<file path="src/lcgsh_pkg.sv">
// Package for the combined LCG random unit with shuffle table.
// Holds generator constants, the controller state type and command/status structs.
// No dependencies.
package lcgsh_pkg;

  localparam logic [30:0] MOD_A       = 31'd2147483563;
  localparam logic [30:0] MOD_B       = 31'd2147483399;
  localparam logic [15:0] MUL_A       = 16'd40014;
  localparam logic [15:0] MUL_B       = 16'd40692;
  localparam logic [15:0] QUO_A       = 16'd53668;
  localparam logic [15:0] QUO_B       = 16'd52774;
  localparam logic [13:0] REM_A       = 14'd12211;
  localparam logic [13:0] REM_B       = 14'd3791;
  localparam logic [30:0] GEN_B_RESET = 31'd123456789;
  localparam logic [30:0] WRAP_TOP    = 31'd2147483562;
  localparam logic [30:0] SEED_RESET  = 31'd1;

  // Reciprocals scaled by 2^47; the quotient estimate is exact or one low.
  localparam int unsigned RECIP_SHIFT = 47;
  localparam logic [31:0] RECIP_A = 32'((64'd1 << RECIP_SHIFT) / 64'd53668);
  localparam logic [31:0] RECIP_B = 32'((64'd1 << RECIP_SHIFT) / 64'd52774);

  typedef enum logic {
    GEN_A,
    GEN_B
  } gen_sel_e;

  typedef enum logic [3:0] {
    ST_IDLE,
    ST_SEED_LOAD,
    ST_SEED_ISSUE,
    ST_SEED_WAIT,
    ST_DRAW_A,
    ST_DRAW_B,
    ST_DRAW_READ,
    ST_DRAW_WAIT,
    ST_DRAW_FIN
  } ctrl_state_e;

  typedef struct packed {
    logic     seed_load;
    logic     step_go;
    gen_sel_e step_sel;
    logic     seed_wr;
    logic     last_ld;
    logic     rd_en;
    logic     fin;
  } cmd_t;

  typedef struct packed {
    logic     res_valid;
    gen_sel_e res_sel;
  } sts_t;

endpackage

</file>
<file path="src/lcgsh_if.sv">
// Channel interfaces of the combined LCG random unit: request, result and seed write.
// Depends on nothing.
interface lcgsh_req_if;
  logic valid;
  logic ready;
  logic reseed;

  modport source (output valid, output reseed, input ready);
  modport sink (input valid, input reseed, output ready);
endinterface

interface lcgsh_rsp_if;
  logic        valid;
  logic        ready;
  logic [30:0] value;

  modport source (output valid, output value, input ready);
  modport sink (input valid, input value, output ready);
endinterface

interface lcgsh_cfg_if;
  logic        valid;
  logic        ready;
  logic [30:0] data;

  modport source (output valid, output data, input ready);
  modport sink (input valid, input data, output ready);
endinterface

</file>
<file path="src/lcgsh_schrage.sv">
// Pipelined Schrage step x -> (mul * x) mod m for either generator.
// Depends on lcgsh_pkg for the generator constants and the select type.
module lcgsh_schrage (
  input  logic               clk_i,
  input  logic               rst_ni,
  input  logic               go_i,
  input  lcgsh_pkg::gen_sel_e sel_i,
  input  logic [30:0]        x_i,
  output logic               res_valid_o,
  output lcgsh_pkg::gen_sel_e res_sel_o,
  output logic [30:0]        res_o
);

  logic [3:0]          vld_q, vld_d;
  lcgsh_pkg::gen_sel_e sel_q [4];

  logic [30:0] x1_q;
  logic [62:0] p1_q, p1_d;
  logic [31:0] recip;

  logic [15:0] hi0;
  logic [15:0] quo2;
  logic [31:0] lo0_full;
  logic [16:0] lo2_q;
  logic [15:0] hi2_q;

  logic [15:0] quo3;
  logic [15:0] lo3_q, lo3_d;
  logic [15:0] hi3_q, hi3_d;

  logic [15:0] mul4;
  logic [13:0] rem4;
  logic [31:0] pm4_q, pr4_q;

  logic [30:0]        mod5;
  logic signed [32:0] diff;
  logic signed [32:0] wrapped;

  assign recip = (sel_i == lcgsh_pkg::GEN_A) ? lcgsh_pkg::RECIP_A : lcgsh_pkg::RECIP_B;
  assign p1_d  = 63'(x_i) * 63'(recip);

  assign hi0      = p1_q[62:47];
  assign quo2     = (sel_q[0] == lcgsh_pkg::GEN_A) ? lcgsh_pkg::QUO_A : lcgsh_pkg::QUO_B;
  assign lo0_full = {1'b0, x1_q} - (32'(hi0) * 32'(quo2));

  assign quo3 = (sel_q[1] == lcgsh_pkg::GEN_A) ? lcgsh_pkg::QUO_A : lcgsh_pkg::QUO_B;

  always_comb begin
    if (lo2_q >= 17'(quo3)) begin
      lo3_d = 16'(lo2_q - 17'(quo3));
      hi3_d = hi2_q + 16'd1;
    end else begin
      lo3_d = lo2_q[15:0];
      hi3_d = hi2_q;
    end
  end

  assign mul4 = (sel_q[2] == lcgsh_pkg::GEN_A) ? lcgsh_pkg::MUL_A : lcgsh_pkg::MUL_B;
  assign rem4 = (sel_q[2] == lcgsh_pkg::GEN_A) ? lcgsh_pkg::REM_A : lcgsh_pkg::REM_B;

  assign mod5    = (sel_q[3] == lcgsh_pkg::GEN_A) ? lcgsh_pkg::MOD_A : lcgsh_pkg::MOD_B;
  assign diff    = signed'({1'b0, pm4_q}) - signed'({1'b0, pr4_q});
  assign wrapped = (diff < 0) ? (diff + signed'(33'(mod5))) : diff;

  assign vld_d = {vld_q[2:0], go_i};

  always_ff @(posedge clk_i or negedge rst_ni) begin
    if (!rst_ni) begin
      vld_q <= '0;
    end else begin
      vld_q <= vld_d;
    end
  end

  always_ff @(posedge clk_i) begin
    sel_q[0] <= sel_i;
    sel_q[1] <= sel_q[0];
    sel_q[2] <= sel_q[1];
    sel_q[3] <= sel_q[2];
    x1_q     <= x_i;
    p1_q     <= p1_d;
    lo2_q    <= lo0_full[16:0];
    hi2_q    <= hi0;
    lo3_q    <= lo3_d;
    hi3_q    <= hi3_d;
    pm4_q    <= 32'(mul4) * 32'(lo3_q);
    pr4_q    <= 32'(hi3_q) * 32'(rem4);
  end

  assign res_valid_o = vld_q[3];
  assign res_sel_o   = sel_q[3];
  assign res_o       = wrapped[30:0];

endmodule

</file>
<file path="src/lcgsh_datapath.sv">
// Datapath: seed register, both generators, shuffle table memory, index and output logic.
// Depends on lcgsh_pkg and instantiates lcgsh_schrage.
module lcgsh_datapath #(
  parameter int unsigned TABLE_SIZE = 32
) (
  input  logic                          clk_i,
  input  logic                          rst_ni,
  input  logic                          cfg_we_i,
  input  logic [30:0]                   cfg_data_i,
  input  lcgsh_pkg::cmd_t               cmd_i,
  input  logic [$clog2(TABLE_SIZE)-1:0] seed_idx_i,
  output lcgsh_pkg::sts_t               sts_o,
  output logic [30:0]                   value_o
);

  localparam int unsigned IdxW   = $clog2(TABLE_SIZE);
  localparam int unsigned RW     = IdxW + 2;
  localparam int unsigned IdxDiv = 1 + (2147483562 / TABLE_SIZE);
  localparam logic [RW-1:0] IdxRecip = RW'((64'd1 << 31) / 64'(IdxDiv));

  logic [30:0] seed_q;
  logic [30:0] gen_a_q, gen_b_q;
  logic [30:0] last_out_q;
  logic [30:0] value_q;
  logic [30:0] seed_eff;

  logic                step_valid;
  lcgsh_pkg::gen_sel_e step_sel;
  logic [30:0]         step_res;
  logic [30:0]         step_x;

  logic [31+RW-1:0] idx_prod;
  logic [RW-1:0]    q0_q;
  logic [31:0]      idx_rem;
  logic [RW-1:0]    q1;
  logic [IdxW-1:0]  idx_q, idx_d;

  logic [30:0] tbl_mem_q [TABLE_SIZE];
  logic [30:0] rd_data_q;
  logic             tbl_we;
  logic [IdxW-1:0]  tbl_wa;
  logic [30:0]      tbl_wd;

  logic signed [31:0] diff;
  logic [30:0]        y;

  assign seed_eff = (seed_q == '0) ? 31'd1 : seed_q;
  assign step_x   = (cmd_i.step_sel == lcgsh_pkg::GEN_A) ? gen_a_q : gen_b_q;

  lcgsh_schrage u_schrage (
    .clk_i       (clk_i),
    .rst_ni      (rst_ni),
    .go_i        (cmd_i.step_go),
    .sel_i       (cmd_i.step_sel),
    .x_i         (step_x),
    .res_valid_o (step_valid),
    .res_sel_o   (step_sel),
    .res_o       (step_res)
  );

  assign sts_o.res_valid = step_valid;
  assign sts_o.res_sel   = step_sel;

  // Table index: reciprocal estimate, then a single correction and a clamp.
  assign idx_prod = (31 + RW)'(last_out_q) * (31 + RW)'(IdxRecip);
  assign idx_rem  = {1'b0, last_out_q} - (32'(q0_q) * 32'(IdxDiv));
  assign q1       = (idx_rem >= 32'(IdxDiv)) ? (q0_q + RW'(1)) : q0_q;
  assign idx_d    = (q1 >= RW'(TABLE_SIZE)) ? IdxW'(TABLE_SIZE - 1) : IdxW'(q1);

  assign diff = signed'({1'b0, rd_data_q}) - signed'({1'b0, gen_b_q});
  assign y    = (diff < 32'sd1) ? 31'(diff + signed'(32'(lcgsh_pkg::WRAP_TOP)))
                                : diff[30:0];

  assign tbl_we = cmd_i.seed_wr || cmd_i.fin;
  assign tbl_wa = cmd_i.fin ? idx_q : seed_idx_i;
  assign tbl_wd = cmd_i.fin ? gen_a_q : step_res;

  always_ff @(posedge clk_i or negedge rst_ni) begin
    if (!rst_ni) begin
      seed_q     <= lcgsh_pkg::SEED_RESET;
      gen_a_q    <= '0;
      gen_b_q    <= lcgsh_pkg::GEN_B_RESET;
      last_out_q <= '0;
    end else begin
      if (cfg_we_i) begin
        seed_q <= cfg_data_i;
      end
      if (cmd_i.seed_load) begin
        gen_a_q <= seed_eff;
        gen_b_q <= seed_eff;
      end else if (step_valid) begin
        if (step_sel == lcgsh_pkg::GEN_A) begin
          gen_a_q <= step_res;
        end else begin
          gen_b_q <= step_res;
        end
      end
      if (cmd_i.fin) begin
        last_out_q <= y;
      end else if (cmd_i.seed_wr && cmd_i.last_ld) begin
        last_out_q <= step_res;
      end
    end
  end

  always_ff @(posedge clk_i) begin
    q0_q  <= idx_prod[31+RW-1:31];
    idx_q <= idx_d;
    if (cmd_i.fin) begin
      value_q <= y;
    end
  end

  always_ff @(posedge clk_i) begin
    if (tbl_we) begin
      tbl_mem_q[tbl_wa] <= tbl_wd;
    end
    if (cmd_i.rd_en) begin
      rd_data_q <= tbl_mem_q[idx_q];
    end
  end

  assign value_o = value_q;

  a_y_range: assert property (@(posedge clk_i) disable iff (!rst_ni)
    cmd_i.fin |-> (y != '0 && y <= lcgsh_pkg::WRAP_TOP))
    else $error("Drawn word outside 1..WRAP_TOP.");

endmodule

</file>
<file path="src/lcgsh_ctrl.sv">
// Controller state machine: sequences seeding, the two generator steps and the draw.
// Depends on lcgsh_pkg for the state type and the command/status structs.
module lcgsh_ctrl #(
  parameter int unsigned TABLE_SIZE = 32
) (
  input  logic                          clk_i,
  input  logic                          rst_ni,
  input  logic                          in_valid_i,
  input  logic                          reseed_i,
  output logic                          in_ready_o,
  input  logic                          out_ready_i,
  output logic                          out_valid_o,
  input  lcgsh_pkg::sts_t               sts_i,
  output lcgsh_pkg::cmd_t               cmd_o,
  output logic [$clog2(TABLE_SIZE)-1:0] seed_idx_o
);

  localparam int unsigned IdxW = $clog2(TABLE_SIZE);
  localparam int unsigned CntW = $clog2(TABLE_SIZE + 8);

  lcgsh_pkg::ctrl_state_e state_q, state_d;
  logic [CntW-1:0] cnt_q, cnt_d;
  logic            seeded_q, seeded_d;
  logic            out_valid_q, out_valid_d;
  logic            slot_free;

  assign slot_free = !out_valid_q || out_ready_i;

  always_comb begin
    state_d = state_q;
    unique case (state_q)
      lcgsh_pkg::ST_IDLE: begin
        if (in_valid_i) begin
          state_d = (reseed_i || !seeded_q) ? lcgsh_pkg::ST_SEED_LOAD : lcgsh_pkg::ST_DRAW_A;
        end
      end
      lcgsh_pkg::ST_SEED_LOAD:  state_d = lcgsh_pkg::ST_SEED_ISSUE;
      lcgsh_pkg::ST_SEED_ISSUE: state_d = lcgsh_pkg::ST_SEED_WAIT;
      lcgsh_pkg::ST_SEED_WAIT: begin
        if (sts_i.res_valid) begin
          state_d = (cnt_q == '0) ? lcgsh_pkg::ST_DRAW_A : lcgsh_pkg::ST_SEED_ISSUE;
        end
      end
      lcgsh_pkg::ST_DRAW_A:    state_d = lcgsh_pkg::ST_DRAW_B;
      lcgsh_pkg::ST_DRAW_B:    state_d = lcgsh_pkg::ST_DRAW_READ;
      lcgsh_pkg::ST_DRAW_READ: state_d = lcgsh_pkg::ST_DRAW_WAIT;
      lcgsh_pkg::ST_DRAW_WAIT: begin
        if (sts_i.res_valid && sts_i.res_sel == lcgsh_pkg::GEN_B) begin
          state_d = lcgsh_pkg::ST_DRAW_FIN;
        end
      end
      lcgsh_pkg::ST_DRAW_FIN: begin
        if (slot_free) begin
          state_d = lcgsh_pkg::ST_IDLE;
        end
      end
      default: state_d = lcgsh_pkg::ST_IDLE;
    endcase
  end

  always_comb begin
    cmd_o       = '0;
    cnt_d       = cnt_q;
    seeded_d    = seeded_q;
    out_valid_d = out_valid_q && !out_ready_i;
    in_ready_o  = 1'b0;
    unique case (state_q)
      lcgsh_pkg::ST_IDLE: begin
        in_ready_o = 1'b1;
      end
      lcgsh_pkg::ST_SEED_LOAD: begin
        cmd_o.seed_load = 1'b1;
        cnt_d           = CntW'(TABLE_SIZE + 7);
        seeded_d        = 1'b1;
      end
      lcgsh_pkg::ST_SEED_ISSUE: begin
        cmd_o.step_go  = 1'b1;
        cmd_o.step_sel = lcgsh_pkg::GEN_A;
      end
      lcgsh_pkg::ST_SEED_WAIT: begin
        if (sts_i.res_valid) begin
          cmd_o.seed_wr = (cnt_q < CntW'(TABLE_SIZE));
          cmd_o.last_ld = (cnt_q == '0);
          if (cnt_q != '0) begin
            cnt_d = cnt_q - CntW'(1);
          end
        end
      end
      lcgsh_pkg::ST_DRAW_A: begin
        cmd_o.step_go  = 1'b1;
        cmd_o.step_sel = lcgsh_pkg::GEN_A;
      end
      lcgsh_pkg::ST_DRAW_B: begin
        cmd_o.step_go  = 1'b1;
        cmd_o.step_sel = lcgsh_pkg::GEN_B;
      end
      lcgsh_pkg::ST_DRAW_READ: begin
        cmd_o.rd_en = 1'b1;
      end
      lcgsh_pkg::ST_DRAW_WAIT: begin
        cmd_o.rd_en = 1'b0;
      end
      lcgsh_pkg::ST_DRAW_FIN: begin
        if (slot_free) begin
          cmd_o.fin   = 1'b1;
          out_valid_d = 1'b1;
        end
      end
      default: begin
        in_ready_o = 1'b0;
      end
    endcase
  end

  always_ff @(posedge clk_i or negedge rst_ni) begin
    if (!rst_ni) begin
      state_q     <= lcgsh_pkg::ST_IDLE;
      cnt_q       <= '0;
      seeded_q    <= 1'b0;
      out_valid_q <= 1'b0;
    end else begin
      state_q     <= state_d;
      cnt_q       <= cnt_d;
      seeded_q    <= seeded_d;
      out_valid_q <= out_valid_d;
    end
  end

  assign out_valid_o = out_valid_q;
  assign seed_idx_o  = cnt_q[IdxW-1:0];

  a_idle_drained: assert property (@(posedge clk_i) disable iff (!rst_ni)
    state_q == lcgsh_pkg::ST_IDLE |-> !sts_i.res_valid)
    else $error("Step unit still busy while idle.");

  a_cnt_range: assert property (@(posedge clk_i) disable iff (!rst_ni)
    cnt_q <= CntW'(TABLE_SIZE + 7))
    else $error("Warm-up counter out of range.");

  a_draw_seeded: assert property (@(posedge clk_i) disable iff (!rst_ni)
    state_q == lcgsh_pkg::ST_DRAW_A |-> seeded_q)
    else $error("Draw started before the table was seeded.");

endmodule

</file>
<file path="src/combined_lcg_shuffle_random_unit.sv">
// Top level of the combined LCG random unit with a Bays-Durham shuffle table.
// Depends on lcgsh_pkg and lcgsh_if; instantiates lcgsh_ctrl and lcgsh_datapath.
//
//   channel  dir  word                 handshake
//   req_i    in   reseed               valid / ready, ready only while idle
//   rsp_o    out  value (31 bits)      valid / ready, registered
//   cfg_i    in   data = seed          valid / ready, ready always high
//
// In an ordinary draw, a new request is taken only once the last word is done: the result
// word becomes valid in the same cycle that the request side is ready again. Both generators
// share one Schrage step unit.
// Seeding (first request after reset, or reseed) adds a warm-up before the draw:
// the warm-up steps form one dependent chain through that unit.
// The result word waits in an output register; a stalled result delays only
// the final cycle of the next draw. No clearing pass follows reset.
module combined_lcg_shuffle_random_unit #(
  parameter int unsigned TABLE_SIZE = 32
) (
  input logic           clk_i,
  input logic           rst_ni,
  lcgsh_req_if.sink     req_i,
  lcgsh_rsp_if.source   rsp_o,
  lcgsh_cfg_if.sink     cfg_i
);

  lcgsh_pkg::cmd_t               cmd;
  lcgsh_pkg::sts_t               sts;
  logic [$clog2(TABLE_SIZE)-1:0] seed_idx;

  assign cfg_i.ready = 1'b1;

  lcgsh_ctrl #(
    .TABLE_SIZE (TABLE_SIZE)
  ) u_ctrl (
    .clk_i       (clk_i),
    .rst_ni      (rst_ni),
    .in_valid_i  (req_i.valid),
    .reseed_i    (req_i.reseed),
    .in_ready_o  (req_i.ready),
    .out_ready_i (rsp_o.ready),
    .out_valid_o (rsp_o.valid),
    .sts_i       (sts),
    .cmd_o       (cmd),
    .seed_idx_o  (seed_idx)
  );

  lcgsh_datapath #(
    .TABLE_SIZE (TABLE_SIZE)
  ) u_datapath (
    .clk_i      (clk_i),
    .rst_ni     (rst_ni),
    .cfg_we_i   (cfg_i.valid),
    .cfg_data_i (cfg_i.data),
    .cmd_i      (cmd),
    .seed_idx_i (seed_idx),
    .sts_o      (sts),
    .value_o    (rsp_o.value)
  );

endmodule
</file>
<file path="src/flat_wrapper.sv">
// flat-port wrapper written by rule: the top's interface ports become plain ports
module combined_lcg_shuffle_random_unit_flat 
#(
  parameter int unsigned TABLE_SIZE = 32
)
  (clk_i, rst_ni, req_i_valid, req_i_reseed, req_i_ready, rsp_o_valid, rsp_o_value, rsp_o_ready, cfg_i_valid, cfg_i_data, cfg_i_ready);
  lcgsh_req_if req_i_i ();
  lcgsh_rsp_if rsp_o_i ();
  lcgsh_cfg_if cfg_i_i ();
  input logic clk_i;
  input logic rst_ni;
  input wire logic [$bits(req_i_i.valid)-1:0] req_i_valid;
  input wire logic [$bits(req_i_i.reseed)-1:0] req_i_reseed;
  output wire logic [$bits(req_i_i.ready)-1:0] req_i_ready;
  output wire logic [$bits(rsp_o_i.valid)-1:0] rsp_o_valid;
  output wire logic [$bits(rsp_o_i.value)-1:0] rsp_o_value;
  input wire logic [$bits(rsp_o_i.ready)-1:0] rsp_o_ready;
  input wire logic [$bits(cfg_i_i.valid)-1:0] cfg_i_valid;
  input wire logic [$bits(cfg_i_i.data)-1:0] cfg_i_data;
  output wire logic [$bits(cfg_i_i.ready)-1:0] cfg_i_ready;
  assign req_i_i.valid = req_i_valid;
  assign req_i_i.reseed = req_i_reseed;
  assign req_i_ready = req_i_i.ready;
  assign rsp_o_valid = rsp_o_i.valid;
  assign rsp_o_value = rsp_o_i.value;
  assign rsp_o_i.ready = rsp_o_ready;
  assign cfg_i_i.valid = cfg_i_valid;
  assign cfg_i_i.data = cfg_i_data;
  assign cfg_i_ready = cfg_i_i.ready;
  combined_lcg_shuffle_random_unit #(.TABLE_SIZE(TABLE_SIZE)) u_core (.clk_i(clk_i), .rst_ni(rst_ni), .req_i(req_i_i), .rsp_o(rsp_o_i), .cfg_i(cfg_i_i));
endmodule
</file>
<file path="config.mk">
export PLATFORM = sky130hd
export DESIGN_NAME = combined_lcg_shuffle_random_unit_flat
export DESIGN_NICKNAME = d
export VERILOG_FILES = /design/src/lcgsh_pkg.sv /design/src/lcgsh_if.sv /design/src/lcgsh_schrage.sv /design/src/lcgsh_datapath.sv /design/src/lcgsh_ctrl.sv /design/src/combined_lcg_shuffle_random_unit.sv /design/src/flat_wrapper.sv
export SDC_FILE = /design/constraint.sdc
export NUM_CORES = 2
export LEC_CHECK = 0
export ABC_AREA = 1
export BUFFER_PORTS_ARGS = -buffer_cell sky130_fd_sc_hd__buf_2
export CAP_MARGIN = 20
export CORE_ASPECT_RATIO = 1.4
export CORE_MARGIN = 3
export CORE_UTILIZATION = 52
export CTS_CLUSTER_SIZE = 30
export DETAILED_ROUTE_END_ITERATION = 12
export GPL_TIMING_DRIVEN = 0
export PLACE_DENSITY = 0.7
export REMOVE_ABC_BUFFERS = 1
export SETUP_SLACK_MARGIN = 0.05
export SYNTH_ARGS = -nofsm -noshare
export SYNTH_HDL_FRONTEND = slang
export SYNTH_SLANG_ARGS = --single-unit
</file>
<file path="constraint.sdc">
create_clock -name clk_i -period 7.14 [get_ports clk_i]
set_input_delay 0.714 -clock clk_i [delete_from_list [all_inputs] [get_ports clk_i]]
set_output_delay 0.714 -clock clk_i [all_outputs]
set_load 0.01 [all_outputs]
</file>
==> impl_summary.txt <==
----------------------------------------------------
[Placed design]
  Worst-case setup slack after placement ... -2.98 ns
  DP Cell Count ... approximately 12k
  Port buffer count ... about 70
  Final Wtd Congestion ... between 1 and 1.5
  Placed cell areas ... 0.104 mm2
  DP Wirelength ... 235000 um

[Floorplanning]
  Die Area ... ~0.20 mm2
  Ports ... 71
  Placeable core region ... ~0.19 mm2
  Height of the die ... 522 um
  Standard-cell row count ... between 150 and 200
  Initial cell density of the core ... approximately 53%
  X dimension of the die ... around 370 um

[STA]
  Shortest clock period the worst path allows after layout ... between 7 and 8 ns
  Maximum clock frequency ... 0.130 GHz
  Share of the cycle needed by the critical path after routing ... 108%
  Final-layout worst hold slack ... approximately 0.11 ns
  Transition time at the pin with the least slew margin ... between 1 and 1.5 ns
  Largest clock skew in the final design ... ~0.076 ns
  Final Hold Violating Endpoints ... 0
  Setup violation total in the final timing report ... 16
  Final total negative setup slack ... -7.67 ns
  Unrepaired setup endpoints after global routing ... yes
  Slew Limit Fails ... 0
  Worst Slack Setup Final ... -0.555 ns
  Max-slew headroom ... a little over a fifth

[Logic synthesis]
  Sequential share of the synthesized area ... 39.0%
  Count of flip-flops with a built-in enable after synthesis ... ~1.1k
  Cell area after synthesis ... slightly below 0.1 mm2
  Post-synthesis area per instance ... between 9 and 10 um2
  Number of distinct library cell variants in the gate-level netlist after synthesis ... 61
  Number of instances in the synthesized netlist ... between 10k and 15k
  Yosys warning total ... 0
  Proportion of synthesized flip-flops having asynchronous set or reset ... slightly above 10%
  Number of register bits inferred by synthesis ... 1366
  Leading register cell type out of synthesis ... sky130_fd_sc_hd__edfxtp_1

[Global routing]
  Global route overflow ... 0
  Initial antenna violation count ... 18
  First-pass GRT wire length ... approximately 460000 um
  Vias in the first global route ... 76.3k
  Overall Global Routing Usage ... 32.0%
  Largest net degree at the start of global routing ... 175

[Detailed routing]
  Drt initial violations ... around 6.7k
  Pre-antenna DRT Iters ... 6
  Post-detailed-routing wire length ... 314000 um
  Remaining DRCs ... 0
  Via count ... about 74k
  Post-detailed-route wirelength per cell ... about 25 um
  Detail Route Antenna Nets ... 0
  Vias per Instance ... 5.81

[Clock tree]
  Clock root buffer master ... sky130_fd_sc_hd__clkbuf_16
  Clock H-tree levels ... 4
  Clock sink count ... 1366
  Register clock-pin slew on the reported worst setup and hold paths ... about 0.070 ns
  Cts bufs inserted ... approximately 140
  Maximum clock insertion buffer count ... 3
  Clock tree from TritonCTS ... yes
  Clock latency on the worst-skew pair ... about 0.84 ns

[Cells and area]
  Proportion of layout cells with a drive suffix above 1 ... 9.32%
  Finished layout cell area ... roughly 0.11 mm2
  Fillers ... roughly 15k
  Combined area of the multi-input logic cells ... about 0.054 mm2
  Register area ... 0.0386 mm2
  Non-filler cells in the finished layout ... between 10k and 15k
  Layout Nets ... approximately 12k
  Relative area change from synthesis to final layout ... 13.1%

[Power and ir drop]
  Max IR drop VDD ... between 300 and 400 uV
  Leakage ... 0.0507 uW
  Net Sw Frac ... around 22%
  Proportion of power drawn by the clock network ... 45.4%
  Reg power frac ... a little over half
  Switching power ... 3600 uW
  Power per cell area ... ~150 mW/mm2
  Fraction of power consumed by combinational cells ... around 2.3%
  Internal cell power ... between 10000 and 15000 uW

[Min path]
  Count of cells along the worst hold path ... 3
  Destination of the worst hold path ... u_core.u_datapath.seed_q[29]
  Tightest Hold Check Type ... in2reg
  Critical hold path startpoint ... cfg_i_data[29]

[Critical path]
  Endpoint class of the critical path ... register
  Crit-path max cell delay ... between 0.6 and 0.7 ns
  Kind of launch point of the worst setup path ... register
  Reg2Reg Capture Point ... u_core.u_datapath.u_schrage.p1_q[52]
  Register-to-Register Setup Slack ... -0.56 ns
  Launch point of the worst path ... u_core.u_ctrl.state_q[1]
  Worst endpoint data arrival time ... between 8 and 9 ns
  Worst endpoint required time ... slightly below 8 ns
  Worst reg2reg startpoint ... u_core.u_ctrl.state_q[1]
  Biggest fanout along the worst timing path ... 11
  Kind of critical path ... reg2reg
  FF-to-FF path depth ... 31
  Critical path's most frequent cell ... sky130_fd_sc_hd__fa_1
  Slowest stage cell on the critical path ... sky130_fd_sc_hd__fa_2

[Status]
  Violations in the final reports ... negative setup slack
  Status ... finished with violations

[Run]
  Max-cap violation count ... 0

----------------------------------------------------
## worst max-delay path: cells and delay by family, from the launching register on
family	cells	cell delay (ns)
adders and majority gates	9	4.50
buffers and inverters	12	1.25
and+or+nand+nor	7	0.93
DFF	1	0.41
AOI/OAI and AO/OA	2	0.28
xor gates and xnor gates	1	0.18
## routing by layer
layer	global-route usage, %	part of all wire (%)	up-vias
met5	0	0.0067	-
met3	4.97	7.1	1033
met1	36.5	35	36626
met2	55.3	50	3338
li1	-	-	33242
met4	21.9	8.2	4
## cell type report
class | count | area share, %
multi-input cells | 6480 | 48.4
flip-flops and latches | 1366 | 34.5
inverters | 1881 | 6.40
repair buffers | 318 | 3.69
clock buffers | 159 | 3.10
well taps | 2470 | 2.76
clock inverters | 89 | 1.08
repair inverters | 3 | 0.0346
diodes | 15 | 0.0335
## repair_timing
| item | 4_1_cts | 5_1_grt |
|---|---|---|
| resized for setup | 359 | 116 |
| hold endpoints to repair | 49 | 0 |
| pin swaps | 113 | 91 |
| buffers inserted | 102 | 23 |
| gates cloned | 6 | 0 |
| setup endpoints to repair | 19 | 21 |
| hold buffers | 1 | 0 |
## logic make-up after synthesis
family                     Yosys count  synth area share [%]
DFF                               1366                  39.0
AOI/OAI and AO/OA                 1617                  9.52
buffers and inverters             2185                  8.30
xor gates and xnor gates           217                  1.93
and+or+nand+nor                   2830                  11.6
adders and majority gates         1802                  29.7
other                                2               0.00758
muxes                                1                0.0114
## worst max-delay path by stage
stage | endpoint
floorplan | u_core.u_datapath.rd_data_q[0]
global placement | u_core.u_datapath.rd_data_q[29]
detailed placement | u_core.u_datapath.u_schrage.p1_q[47]
CTS | u_core.u_datapath.u_schrage.p1_q[51]
global route | u_core.u_datapath.u_schrage.p1_q[47]
finish | u_core.u_datapath.u_schrage.p1_q[52]
## flip-flops by register name, indices dropped and copies added (netlist names), 4 cells and up
name and flops:
u_core.u_ctrl.cnt_q 6, u_core.u_ctrl.state_q 4, u_core.u_datapath.gen_a_q 31, u_core.u_datapath.gen_b_q 31
u_core.u_datapath.idx_q 5, u_core.u_datapath.last_out_q 30, u_core.u_datapath.q0_q 5, u_core.u_datapath.rd_data_q 31
u_core.u_datapath.seed_q 31, u_core.u_datapath.tbl_mem_q 992, u_core.u_datapath.u_schrage.hi2_q 16, u_core.u_datapath.u_schrage.hi3_q 16
u_core.u_datapath.u_schrage.lo2_q 17, u_core.u_datapath.u_schrage.lo3_q 16, u_core.u_datapath.u_schrage.p1_q 16, u_core.u_datapath.u_schrage.pm4_q 31
u_core.u_datapath.u_schrage.pr4_q 30, u_core.u_datapath.u_schrage.sel_q 4, u_core.u_datapath.u_schrage.vld_q 4, u_core.u_datapath.u_schrage.x1_q 17
u_core.u_datapath.value_o 31
## power by group through the flow
stage / Combinational [uW] / Sequential, uW / Clock, uW
detailed placement: 366 / 8740 / 0
global route: 408 / 8570 / 7840
global placement: 300 / 8760 / 0
finish: 384 / 8570 / 7440
floorplan: 150 / 8750 / 0
CTS: 373 / 8570 / 7520
## synthesized netlist by cell type (15+ instances only)
cell,instances,area [um2]
sky130_fd_sc_hd__clkbuf_1,281,1050
sky130_fd_sc_hd__o22ai_1,42,263
sky130_fd_sc_hd__a21oi_1,304,1520
sky130_fd_sc_hd__ha_1,885,11100
sky130_fd_sc_hd__nand3_1,308,1540
sky130_fd_sc_hd__nand4_1,74,463
sky130_fd_sc_hd__a32oi_1,29,254
sky130_fd_sc_hd__edfxtp_1,1054,31700
sky130_fd_sc_hd__nor2_1,1105,4150
sky130_fd_sc_hd__o221ai_1,209,1830
sky130_fd_sc_hd__fa_1,917,18400
sky130_fd_sc_hd__o21ai_0,855,4280
sky130_fd_sc_hd__xnor2_1,84,736
sky130_fd_sc_hd__xor2_1,131,1150
sky130_fd_sc_hd__a31oi_1,46,288
sky130_fd_sc_hd__nand3b_1,15,113
sky130_fd_sc_hd__buf_1,15,56.3
sky130_fd_sc_hd__inv_1,1866,7000
sky130_fd_sc_hd__dfxtp_1,173,3460
sky130_fd_sc_hd__o21a_1,22,165
sky130_fd_sc_hd__nand2_1,1234,4630
sky130_fd_sc_hd__dfrtp_1,122,3050
sky130_fd_sc_hd__a21o_1,17,128
sky130_fd_sc_hd__dfstp_2,17,447
sky130_fd_sc_hd__nor3_1,47,235
sky130_fd_sc_hd__o21bai_1,29,218
## cell usage in the layout, fill, tap and decap left out, types with 31 or more instances in the layout
cell / instances
sky130_fd_sc_hd__inv_1: 1803
sky130_fd_sc_hd__nand2_1: 1202
sky130_fd_sc_hd__edfxtp_1: 1054
sky130_fd_sc_hd__nor2_1: 984
sky130_fd_sc_hd__fa_1: 886
sky130_fd_sc_hd__ha_1: 858
sky130_fd_sc_hd__o21ai_0: 792
sky130_fd_sc_hd__nand3_1: 306
sky130_fd_sc_hd__a21oi_1: 267
sky130_fd_sc_hd__o221ai_1: 209
sky130_fd_sc_hd__dfxtp_1: 167
sky130_fd_sc_hd__clkbuf_16: 135
sky130_fd_sc_hd__xor2_1: 131
sky130_fd_sc_hd__dfrtp_1: 121
sky130_fd_sc_hd__buf_4: 114
sky130_fd_sc_hd__nor2_4: 92
sky130_fd_sc_hd__xnor2_1: 84
sky130_fd_sc_hd__nand4_1: 74
sky130_fd_sc_hd__buf_2: 68
sky130_fd_sc_hd__buf_16: 65
sky130_fd_sc_hd__a31oi_1: 45
sky130_fd_sc_hd__inv_2: 44
sky130_fd_sc_hd__nor3_1: 43
sky130_fd_sc_hd__o22ai_1: 42
sky130_fd_sc_hd__o21ai_2: 40
sky130_fd_sc_hd__nor2_2: 36
sky130_fd_sc_hd__clkinv_1: 36
sky130_fd_sc_hd__buf_12: 34
sky130_fd_sc_hd__fa_2: 31
## stage by stage
stage | util (%) | power (uW)
floorplan | - | 8900
global placement | 53.8 | 9060
detailed placement | 55.4 | 9110
CTS | 59.1 | 16500
global route | 59.5 | 16800
finish | 59.5 | 16400
Note: power is estimated with default switching activity, not from simulation.
